`src/design/pwdt_pkg.sv`:
```
// Shared types and constants for the prescaled watchdog timer.
package pwdt_pkg;

  typedef enum logic [1:0] {
    OP_TICK  = 2'd0,
    OP_READ  = 2'd1,
    OP_WRITE = 2'd2,
    OP_NONE  = 2'd3
  } pwdt_op_e;

  localparam logic [7:0]  OFF_CONTROL = 8'h00;
  localparam logic [7:0]  OFF_RELOAD  = 8'h04;
  localparam logic [7:0]  OFF_COUNT   = 8'h08;

  localparam logic [31:0] CTRL_RESET_VAL   = 32'h0000_8021;
  localparam logic [31:0] RELOAD_RESET_VAL = 32'h0000_8000;
  localparam logic [31:0] COUNT_RESET_VAL  = 32'h0000_8000;
  localparam logic [31:0] UNKNOWN_RD_VAL   = 32'hFFFF_FFFF;

  // control register fields
  localparam int unsigned CTRL_RST_EN_BIT = 0;
  localparam int unsigned CTRL_IRQ_EN_BIT = 2;
  localparam int unsigned CTRL_DIV_LSB    = 3;
  localparam int unsigned CTRL_ENABLE_BIT = 5;
  localparam int unsigned CTRL_PRE_LSB    = 8;
  localparam int unsigned PRE_W           = 8;
  localparam int unsigned BASE_DIV_SHIFT  = 4;  // base divide of 16

  localparam int unsigned PRESCALE_W = 16;

  typedef struct packed {
    pwdt_op_e    opcode;
    logic [7:0]  reg_offset;
    logic [31:0] write_data;
  } pwdt_req_t;

  typedef struct packed {
    logic [31:0] read_data;
    logic        irq_pulse;
    logic        reset_pulse;
  } pwdt_rsp_t;

endpackage

```
`src/design/pwdt_core.sv`:
```
// Watchdog register file, prescaler and count update for one item.
module pwdt_core import pwdt_pkg::*; (
  input  logic      clk_i,
  input  logic      rst_ni,
  input  logic      step_i,
  input  pwdt_req_t req_i,
  output pwdt_rsp_t rsp_o
);

  logic [31:0]           control_q, control_d;
  logic [31:0]           reload_q, reload_d;
  logic [31:0]           count_q, count_d;
  logic [PRESCALE_W-1:0] prescale_q, prescale_d;

  logic [PRE_W:0]        pre_plus1;
  logic [1:0]            div_sel;
  logic [PRESCALE_W-1:0] interval;
  logic [PRESCALE_W-1:0] prescale_inc;
  logic [31:0]           count_next;

  // interval = (prescaler + 1) * (16 << divider), a pure shift
  assign pre_plus1    = {1'b0, control_q[CTRL_PRE_LSB +: PRE_W]} + {{PRE_W{1'b0}}, 1'b1};
  assign div_sel      = control_q[CTRL_DIV_LSB +: 2];
  assign interval     = PRESCALE_W'({{(PRESCALE_W-PRE_W-1){1'b0}}, pre_plus1}
                        << (BASE_DIV_SHIFT + 32'(div_sel)));
  assign prescale_inc = prescale_q + {{(PRESCALE_W-1){1'b0}}, 1'b1};
  assign count_next   = (count_q == 32'd0) ? reload_q : count_q - 32'd1;

  always_comb begin
    control_d  = control_q;
    reload_d   = reload_q;
    count_d    = count_q;
    prescale_d = prescale_q;
    rsp_o      = '0;
    unique case (req_i.opcode)
      OP_TICK: begin
        if (control_q[CTRL_ENABLE_BIT]) begin
          if (prescale_inc >= interval) begin
            prescale_d = '0;
            count_d    = count_next;
            if (count_next == 32'd0) begin
              rsp_o.irq_pulse   = control_q[CTRL_IRQ_EN_BIT];
              rsp_o.reset_pulse = control_q[CTRL_RST_EN_BIT];
              if (control_q[CTRL_RST_EN_BIT]) begin
                control_d  = CTRL_RESET_VAL;
                reload_d   = RELOAD_RESET_VAL;
                count_d    = COUNT_RESET_VAL;
                prescale_d = '0;
              end
            end
          end else begin
            prescale_d = prescale_inc;
          end
        end
      end
      OP_READ: begin
        unique case (req_i.reg_offset)
          OFF_CONTROL: rsp_o.read_data = control_q;
          OFF_RELOAD:  rsp_o.read_data = reload_q;
          OFF_COUNT:   rsp_o.read_data = count_q;
          default:     rsp_o.read_data = UNKNOWN_RD_VAL;
        endcase
      end
      OP_WRITE: begin
        unique case (req_i.reg_offset)
          OFF_CONTROL: begin
            control_d  = req_i.write_data;
            prescale_d = '0;
          end
          OFF_RELOAD:  reload_d = req_i.write_data;
          OFF_COUNT: begin
            count_d    = req_i.write_data;
            prescale_d = '0;
          end
          default: ;
        endcase
      end
      default: ;
    endcase
  end

  always_ff @(posedge clk_i or negedge rst_ni) begin
    if (!rst_ni) begin
      control_q  <= CTRL_RESET_VAL;
      reload_q   <= RELOAD_RESET_VAL;
      count_q    <= COUNT_RESET_VAL;
      prescale_q <= '0;
    end else if (step_i) begin
      control_q  <= control_d;
      reload_q   <= reload_d;
      count_q    <= count_d;
      prescale_q <= prescale_d;
    end
  end

endmodule

```
`src/design/prescaled_watchdog_timer.sv`:
```
// Top level of the prescaled watchdog timer: input and result registers.
// Each transfer on the input channel is one peripheral clock tick, a register
// read, a register write or a no-op, and gives exactly one result. While the
// output is not stalled the block sustains one item per cycle: items land in an
// input register, the register file and prescaler are updated in the same
// cycle that moves an item into the result register, and the result is then
// offered from the result register. A stalled result holds while one more item
// waits in the input register.
module prescaled_watchdog_timer import pwdt_pkg::*; (
  input  logic        clk_i,
  input  logic        rst_ni,
  input  logic        in_valid_i,
  output logic        in_ready_o,
  input  logic [1:0]  opcode_i,
  input  logic [7:0]  reg_offset_i,
  input  logic [31:0] write_data_i,
  output logic        out_valid_o,
  input  logic        out_ready_i,
  output logic [31:0] read_data_o,
  output logic        irq_pulse_o,
  output logic        reset_pulse_o
);

  logic      req_valid_q;
  pwdt_req_t req_q;
  logic      rsp_valid_q;
  pwdt_rsp_t rsp_q;
  pwdt_rsp_t rsp_d;
  logic      step;

  assign step       = req_valid_q && (!rsp_valid_q || out_ready_i);
  assign in_ready_o = !req_valid_q || step;

  always_ff @(posedge clk_i or negedge rst_ni) begin
    if (!rst_ni) begin
      req_valid_q <= 1'b0;
      rsp_valid_q <= 1'b0;
    end else begin
      if (in_ready_o) begin
        req_valid_q <= in_valid_i;
      end
      if (step) begin
        rsp_valid_q <= 1'b1;
      end else if (out_ready_i) begin
        rsp_valid_q <= 1'b0;
      end
    end
  end

  always_ff @(posedge clk_i) begin
    if (in_valid_i && in_ready_o) begin
      req_q.opcode     <= pwdt_op_e'(opcode_i);
      req_q.reg_offset <= reg_offset_i;
      req_q.write_data <= write_data_i;
    end
    if (step) begin
      rsp_q <= rsp_d;
    end
  end

  pwdt_core u_core (
    .clk_i  (clk_i),
    .rst_ni (rst_ni),
    .step_i (step),
    .req_i  (req_q),
    .rsp_o  (rsp_d)
  );

  assign out_valid_o   = rsp_valid_q;
  assign read_data_o   = rsp_q.read_data;
  assign irq_pulse_o   = rsp_q.irq_pulse;
  assign reset_pulse_o = rsp_q.reset_pulse;

endmodule

```
`config.mk`:
```
export PLATFORM = sky130hd
export DESIGN_NAME = prescaled_watchdog_timer
export DESIGN_NICKNAME = d
export VERILOG_FILES = /design/src/design/pwdt_pkg.sv /design/src/design/pwdt_core.sv /design/src/design/prescaled_watchdog_timer.sv
export SDC_FILE = /design/constraint.sdc
export NUM_CORES = 1
export LEC_CHECK = 0
export BUFFER_PORTS_ARGS = -buffer_cell sky130_fd_sc_hd__buf_2
export CAP_MARGIN = 20
export CORE_MARGIN = 4
export CORE_UTILIZATION = 50
export CTS_CLUSTER_SIZE = 20
export DETAILED_ROUTE_END_ITERATION = 12
export GPL_ROUTABILITY_DRIVEN = 0
export PLACE_DENSITY = 0.65
export SLEW_MARGIN = 20
export SYNTH_ARGS = -nofsm -noshare
export SYNTH_HDL_FRONTEND = slang
export SYNTH_SLANG_ARGS = --single-unit
```
`constraint.sdc`:
```
create_clock -name clk_i -period 5.85 [get_ports clk_i]
set_clock_uncertainty 0.1 [all_clocks]
set_input_delay 0 -clock clk_i [delete_from_list [all_inputs] [get_ports clk_i]]
set_output_delay 0 -clock clk_i [all_outputs]
set_load 0.05 [all_outputs]
```
Word-level counts from Yosys, hierarchy flattened
Index checks and enable logic that the tools add are counted.
{"block": "word_totals", "out_inout_bits": 36, "in_bits": 46, "ff_bits": 190}
{"block": "classes", "n_shift": 1, "mux": 26, "eq_ne": 12, "reduce_logical": 20, "n_lt_le_gt_ge": 1, "n_addsub": 4}
{"op": "$mux 32", "n": 16}
{"op": "$pmux 32 s2", "n": 3}
{"op": "$pmux 32 s3", "n": 1}
{"op": "$logic_not 32->1", "n": 2}
{"op": "$mux 16", "n": 3}
{"op": "$pmux 16 s2", "n": 1}
{"op": "$shl 9x32->16", "n": 1}
{"op": "$sub 32x1->32 const B", "n": 1}
{"op": "$add 16x1->16 const B", "n": 1}
{"op": "$ge 16x16->1", "n": 1}
{"op": "$reduce_and 7->1", "n": 2}
{"op": "$ne 2x1->1 const B", "n": 6}
{"op": "$add 8x1->9 const B", "n": 1}
{"op": "$eq 8x3->1 const B", "n": 1}
{"op": "$eq 8x4->1 const B", "n": 1}
{"op": "$logic_not 8->1", "n": 1}
{"op": "$reduce_and 4->1", "n": 2}
{"op": "$reduce_and 6->1", "n": 1}
{"op": "$reduce_and 5->1", "n": 1}
{"op": "$add 3x2->4 const A", "n": 1}
{"op": "$ne 2x2->1 const B", "n": 2}
{"op": "$reduce_bool 2->1", "n": 2}
{"op": "$reduce_and 3->1", "n": 1}
{"op": "$eq 2x1->1 const B", "n": 1}
{"op": "other kinds (7)", "n": 11}

Depth between registers and ports, before layout
{"block": "depth", "word_depth": 7, "ltp_mapped": 18}

By module
Synthesis repeated with hierarchy kept, for this count alone.
{"block": "hier_totals", "hier_cells": 1164, "hier_area_um2": 10816.6}
{"mod": "pwdt_core", "area_each_um2": 8430.6, "seq_area_each_um2": 2808.9, "cells_per_inst": 1080, "instances": 1}
{"mod": "prescaled_watchdog_timer", "area_each_um2": 2386.0, "seq_area_each_um2": 2332.2, "cells_per_inst": 84, "instances": 1}

Least setup slack after synthesis
No wires, ideal clock.
{"block": "synth_path", "path_kind": "flip-flop to flip-flop", "from": "reg u_core.control_q[10]", "to": "reg u_core.reload_q[25]", "stages_incl_launch_ff": 19, "arrival_time_ns": 3.662, "setup_ns": 0.124, "required_time_ns": 5.626, "synth_period_minus_slack_ns": 3.887, "slack_ns": 1.963, "cell_sequence": "dfrtp_1 > clkbuf_1 > inv_1 > nor3_1 > nand3_1 > a21oi_1 > nor2_1 > a211oi_1 > mux2i_1 > ha_1 > a21o_1 > a21oi_1 > o211ai_1 > o211ai_1 > a21o_1 > clkbuf_1 > clkbuf_1 > mux2i_1 > o21ai_1"}
{"block": "synth_between", "elab_chain_cells": 5}
{"item": "start, declared", "line": "pwdt_core.sv:10", "source": "logic [31:0] control_q, control_d;"}
{"item": "start signal, assigned", "line": "pwdt_core.sv:89", "source": "control_q <= control_d;"}
{"item": "$add 8x1->9", "line": "pwdt_core.sv:22", "source": "assign pre_plus1 = {1'b0, control_q[CTRL_PRE_LSB +: PRE_W]} + {{PRE_W{1'b0}}, 1'b1};"}
{"item": "$shl 9x32->16", "line": "pwdt_core.sv:24", "source": "assign interval = PRESCALE_W'({{(PRESCALE_W-PRE_W-1){1'b0}}, pre_plus1}"}
{"item": "$ge 16x16->1", "line": "pwdt_core.sv:38", "source": "if (prescale_inc >= interval) begin"}
{"item": "$ne 2x1->1 (no source line)"}
{"item": "$reduce_and 7->1 (no source line)"}
{"item": "end signal, assigned", "line": "pwdt_core.sv:90", "source": "reload_q <= reload_d;"}
{"item": "end, declared", "line": "pwdt_core.sv:11", "source": "logic [31:0] reload_q, reload_d;"}
Every way passes these cells.
A chain may end at the register's enable or synchronous reset.

Worst setup path after layout
{"block": "layout_path", "from": "reg u_core.count_q[0]", "to": "reg u_core.reload_q[3]"}
{"block": "layout_between", "elab_chain_cells": 5}
{"item": "start, declared", "line": "pwdt_core.sv:12", "source": "logic [31:0] count_q, count_d;"}
{"item": "start signal, assigned", "line": "pwdt_core.sv:91", "source": "count_q <= count_d;"}
{"item": "$sub 32x1->32 or $logic_not 32->1 (tied branches)", "line": "pwdt_core.sv:27", "source": "assign count_next = (count_q == 32'd0) ? reload_q : count_q - 32'd1;"}
{"item": "$mux 32 (*)", "line": "pwdt_core.sv:27"}
{"item": "$logic_not 32->1 (*)", "line": "pwdt_core.sv:41", "source": "if (count_next == 32'd0) begin"}
{"item": "$ne 2x1->1 (no source line) (*)"}
{"item": "$reduce_and 7->1 (no source line) (*)"}
Every way passes the cells marked *; elsewhere a longest branch is shown, timed or not.

==> reports/summary.log <==
INFO  route          wl=30.7mm
INFO  cts            htreeDepth=4
INFO  final_layout   layout.filler_cells=1863
INFO  die            fp.dieW=155um
INFO  final_layout   areaGrowthSynthToFinish=14.5%
INFO  route          final_antenna_net_count=0
INFO  synthesis      syn-cell-area=10900squm
INFO  global_routing grt.total_usage=25.2%
INFO  route          avgViaCountPerCell=6.11
INFO  die            die-area=24100squm
INFO  synthesis      ys_warn_count=0
INFO  cts            clock_tree.buffer_depth=2
INFO  min_path       worst_hold_path_type=in2async
INFO  pwr            cellLeakagePower=5.31nW
INFO  status         outcome=completed
INFO  setup_path     critical_path_arrival=4.75ns
INFO  global_routing grt_start_max_net_pins=66
INFO  final_layout   finalNetCount=1292
INFO  global_routing via_count_of_the_first_global_routing_pass=8791
INFO  route          dr_total_vias=9277
INFO  placement      dp_hpwl=20.6mm
INFO  setup_path     timing.setup.critical_path_class=reg2reg
INFO  synthesis      netlist-cell-type-count=71
INFO  cts            post_cts.repair.setup_buffers=0
INFO  placement      dp.cells=1441
INFO  setup_path     timing.critical_path.required=6.01ns
INFO  synthesis      synth_top_area_share=25.1%
INFO  pwr            peakVddDrop=0.221mV
INFO  sta            slew_headroom=24.7%
INFO  sta            min_period_over_period=78.4%
INFO  synthesis      synthTopCellsByArea=dfrtp_1 25%, edfxtp_1 21%, a21oi_1 4.8%, nand2_1 4.0%, mux2i_1 3.9%
INFO  synthesis      postSynthCellCount=1156
INFO  sta            timing.final.hold_violations=0
INFO  route          drcViolationCount=0
INFO  job            cap_violations=0
INFO  route          drt-initial-drc-count=820
INFO  die            coreArea=21200squm
INFO  global_routing grt_overflow_total=0
INFO  sta            fin_setup_tns=0ns
INFO  cts            cts_num_sinks=190
INFO  cts            cts.reportedPaths.clkPinSlew=0.07ns
INFO  sta            worstMarginPinSlew=1.13ns
INFO  final_layout   finish.cell_count_without_fillers=1519
INFO  final_layout   final_area=12400squm
INFO  setup_path     cp_cell_sequence=inv_1 > ha_1 > nor4b_1 > nand2_1 > nor4_1 > xor2_1 > a2111oi_0 > nand4_1 > o31ai_4 > buf_4 > o221ai_1
INFO  synthesis      synth_enable_flop_cells=76
INFO  sta            setup_repair_after_global_routing_missed_its_margin=false
INFO  synthesis      syn_nets=1217
INFO  cts            numCtsBuffers=17
INFO  placement      pre_cts_ws=1.34ns
INFO  final_layout   drive_above_1_share=14.7%
INFO  cts            insertion_delay=0.43ns
INFO  route          drt_pass1_iterations=5
INFO  sta            final_period_minus_worst_setup_slack=4.59ns
INFO  sta            final-setup-viol-count=0
INFO  die            floorplan.initialDensity=51.3%
INFO  die            die_y=155um
INFO  setup_path     startpoint_type=register
INFO  setup_path     endpoint_kind=register
INFO  synthesis      synth-seq-cells=190
INFO  synthesis      synth_area_per_cell=9.39squm
INFO  pwr            p_per_area=314nW/um^2
INFO  synthesis      ys.flop_type=dfrtp_1
INFO  setup_path     slowest_delay=0.58ns
INFO  pwr            fin_total_pwr=0.00391W
INFO  synthesis      ys_async_sr_fraction=60.0%
INFO  sta            final-max-slew-violation-count=0
INFO  setup_path     timing.critical_path.fanout_max=26
INFO  synthesis      yosysSeqAreaShare=47.4%
INFO  setup_path     timing.reg2reg.setup_slack=1.26ns
INFO  placement      placement.cell_area=11400squm
INFO  route          avgRoutedWirePerCell=20.2um
INFO  sta            fmaxAchievable=0.218GHz
INFO  cts            cts.root.buffer_cell=clkbuf_16
INFO  setup_path     slowest_stage_cell_cp=nor4_1
INFO  sta            finalWorstSetupSlack=1.26ns
INFO  synthesis      synth_top_cell_by_area=dfrtp_1
INFO  global_routing global_route_wire_length_before_repair=48.5mm
INFO  die            num_io_pins=82
INFO  final_layout   antenna_cells_inserted=0
INFO  placement      buffer_ports.inserted=81
INFO  final_layout   multiInputGateArea=5140squm
INFO  cts            clock_tree_from_tritoncts=built
INFO  final_layout   ff_latch_area=5140squm
INFO  die            fp-row-count=53
INFO  global_routing grt_antenna_before_repair=0
power breakdown:
part	total [W]	internal (W)	switching [W]
logic	0.00103	0.000368	0.000660
registers	0.00173	0.00153	0.000207
clock network	0.00115	0.000594	0.000551
total	0.00391	0.00249	0.00142
flip-flops by register name, summed over array words and instances, names as in the netlist:
| register | count |
|---|---|
| req_valid_q | 1 |
| read_data_o | 32 |
| u_core.reload_q | 32 |
| req_q | 42 |
| reset_pulse_o | 1 |
| u_core.prescale_q | 16 |
| out_valid_o | 1 |
| u_core.count_q | 32 |
| irq_pulse_o | 1 |
| u_core.control_q | 32 |
critical path, delay by kind of cell (launching register included):
kind / cells / cell delay, ns
DFF: 1 / 0.45
and+or+nand+nor: 4 / 1.79
adders and majority gates: 1 / 0.29
xor gates and xnor gates: 1 / 0.18
buffers and inverters: 2 / 0.53
AOI/OAI and AO/OA: 3 / 1.06
synthesized netlist by cell type, types with 3 or more instances:
cell / instances
or4_1: 8
nand2_1: 115
nand4_1: 9
edfxtp_1: 76
buf_2: 8
dfstp_2: 5
o21ai_0: 61
inv_1: 61
mux2i_1: 42
a31oi_1: 7
o211ai_1: 12
a22oi_1: 9
xor2_1: 13
nor3_2: 3
a22o_1: 12
o21a_1: 7
o22ai_1: 35
nor3b_1: 5
o31a_1: 11
nand3_1: 23
a21o_1: 12
nand2b_1: 6
dfrtp_1: 109
a41oi_1: 3
o21ai_1: 11
mux2_2: 9
a31o_2: 16
xnor2_1: 16
and3_1: 7
o221ai_1: 22
and2_1: 14
o2111ai_1: 4
nor2_1: 88
nor4_1: 20
buf_6: 3
a21oi_1: 104
clkbuf_1: 75
ha_1: 15
a211oi_1: 8
or2_2: 4
and4_1: 3
nor3_1: 26
or3_1: 17
buf_1: 3
final cells by class:
cell class | count | share of cell area [%]
Inverter | 62 | 1.87
Clock inverter | 15 | 1.08
Tap cell | 275 | 2.77
Timing Repair Buffer | 146 | 8.13
Clock buffer | 17 | 3.42
Sequential cell | 190 | 41.4
Multi-Input combinational cell | 814 | 41.4
placed cells by master (no fill, tap or decap), types with 8 or more instances in the layout:
cell type	n
o211ai_1	12
ha_1	15
and2_1	13
inv_1	61
a21o_1	11
a21oi_1	103
nor2_1	87
or3_1	17
nand4_1	9
a211oi_1	8
dfrtp_1	109
or4_1	8
o221ai_1	22
dlygate4sd3_1	46
xnor2_1	16
o21ai_1	10
nor4_1	20
mux2_2	9
mux2i_1	42
a22oi_1	9
o22ai_1	35
a31o_2	16
nand2_1	115
nand3_1	23
a22o_1	12
o21ai_0	61
clkbuf_16	17
buf_4	20
nor3_1	25
buf_2	80
o31a_1	11
edfxtp_1	76
xor2_1	13
metrics by stage:
stage                     util (%)  hold slack, ns
final                         58.8          0.0857
after global routing          58.8           0.155
after CTS                     58.8           0.112
after detailed placement      53.9          0.0342
after global placement        53.9          0.0316
after floorplan                  -          -0.396
what timing repair did:
item / 4_1_cts / 5_1_grt
hold buffers: 46 / 0
gates resized for setup: 0 / 0
endpoints found under the hold margin: 100 / 0
final timing paths:
check / start / endpoint / cells after the start
max in group asynchronous: rst_ni / u_core.reload_q[9] / 3
min in group clk_i: write_data_i[16] / req_q[16] / 2
worst max register to register: u_core.count_q[0] / u_core.reload_q[3] / 11
worst min-delay path: rst_ni / u_core.prescale_q[0] / 2
worst min register to register: u_core.reload_q[31] / u_core.reload_q[31] / 2
worst max-delay path: u_core.count_q[0] / u_core.reload_q[3] / 11
layer usage:
layer  track usage (%)  vias to the layer above  wire (um)
li1                  -                     4401          -
met1              37.2                     4484      14100
met2              39.0                      357      14100
met3              4.34                       35       2130
met4              6.25                        0        435
met5                 0                        -          0
cells by family (layout without fill, tap and decap cells):
kind of cell / count (synthesis) / count (layout) / synth area share, %
XOR/XNOR: 29 / 29 / 2.34
flip-flops: 190 / 190 / 47.4
AO/OA/AOI/OAI: 349 / 349 / 20.6
buffers and inverters: 152 / 240 / 5.59
multiplexers: 51 / 51 / 4.81
AND/OR/NAND/NOR: 370 / 370 / 17.5
adder cells (fa/ha/maj): 15 / 15 / 1.73
Note: power is estimated with default switching activity, not from simulation.
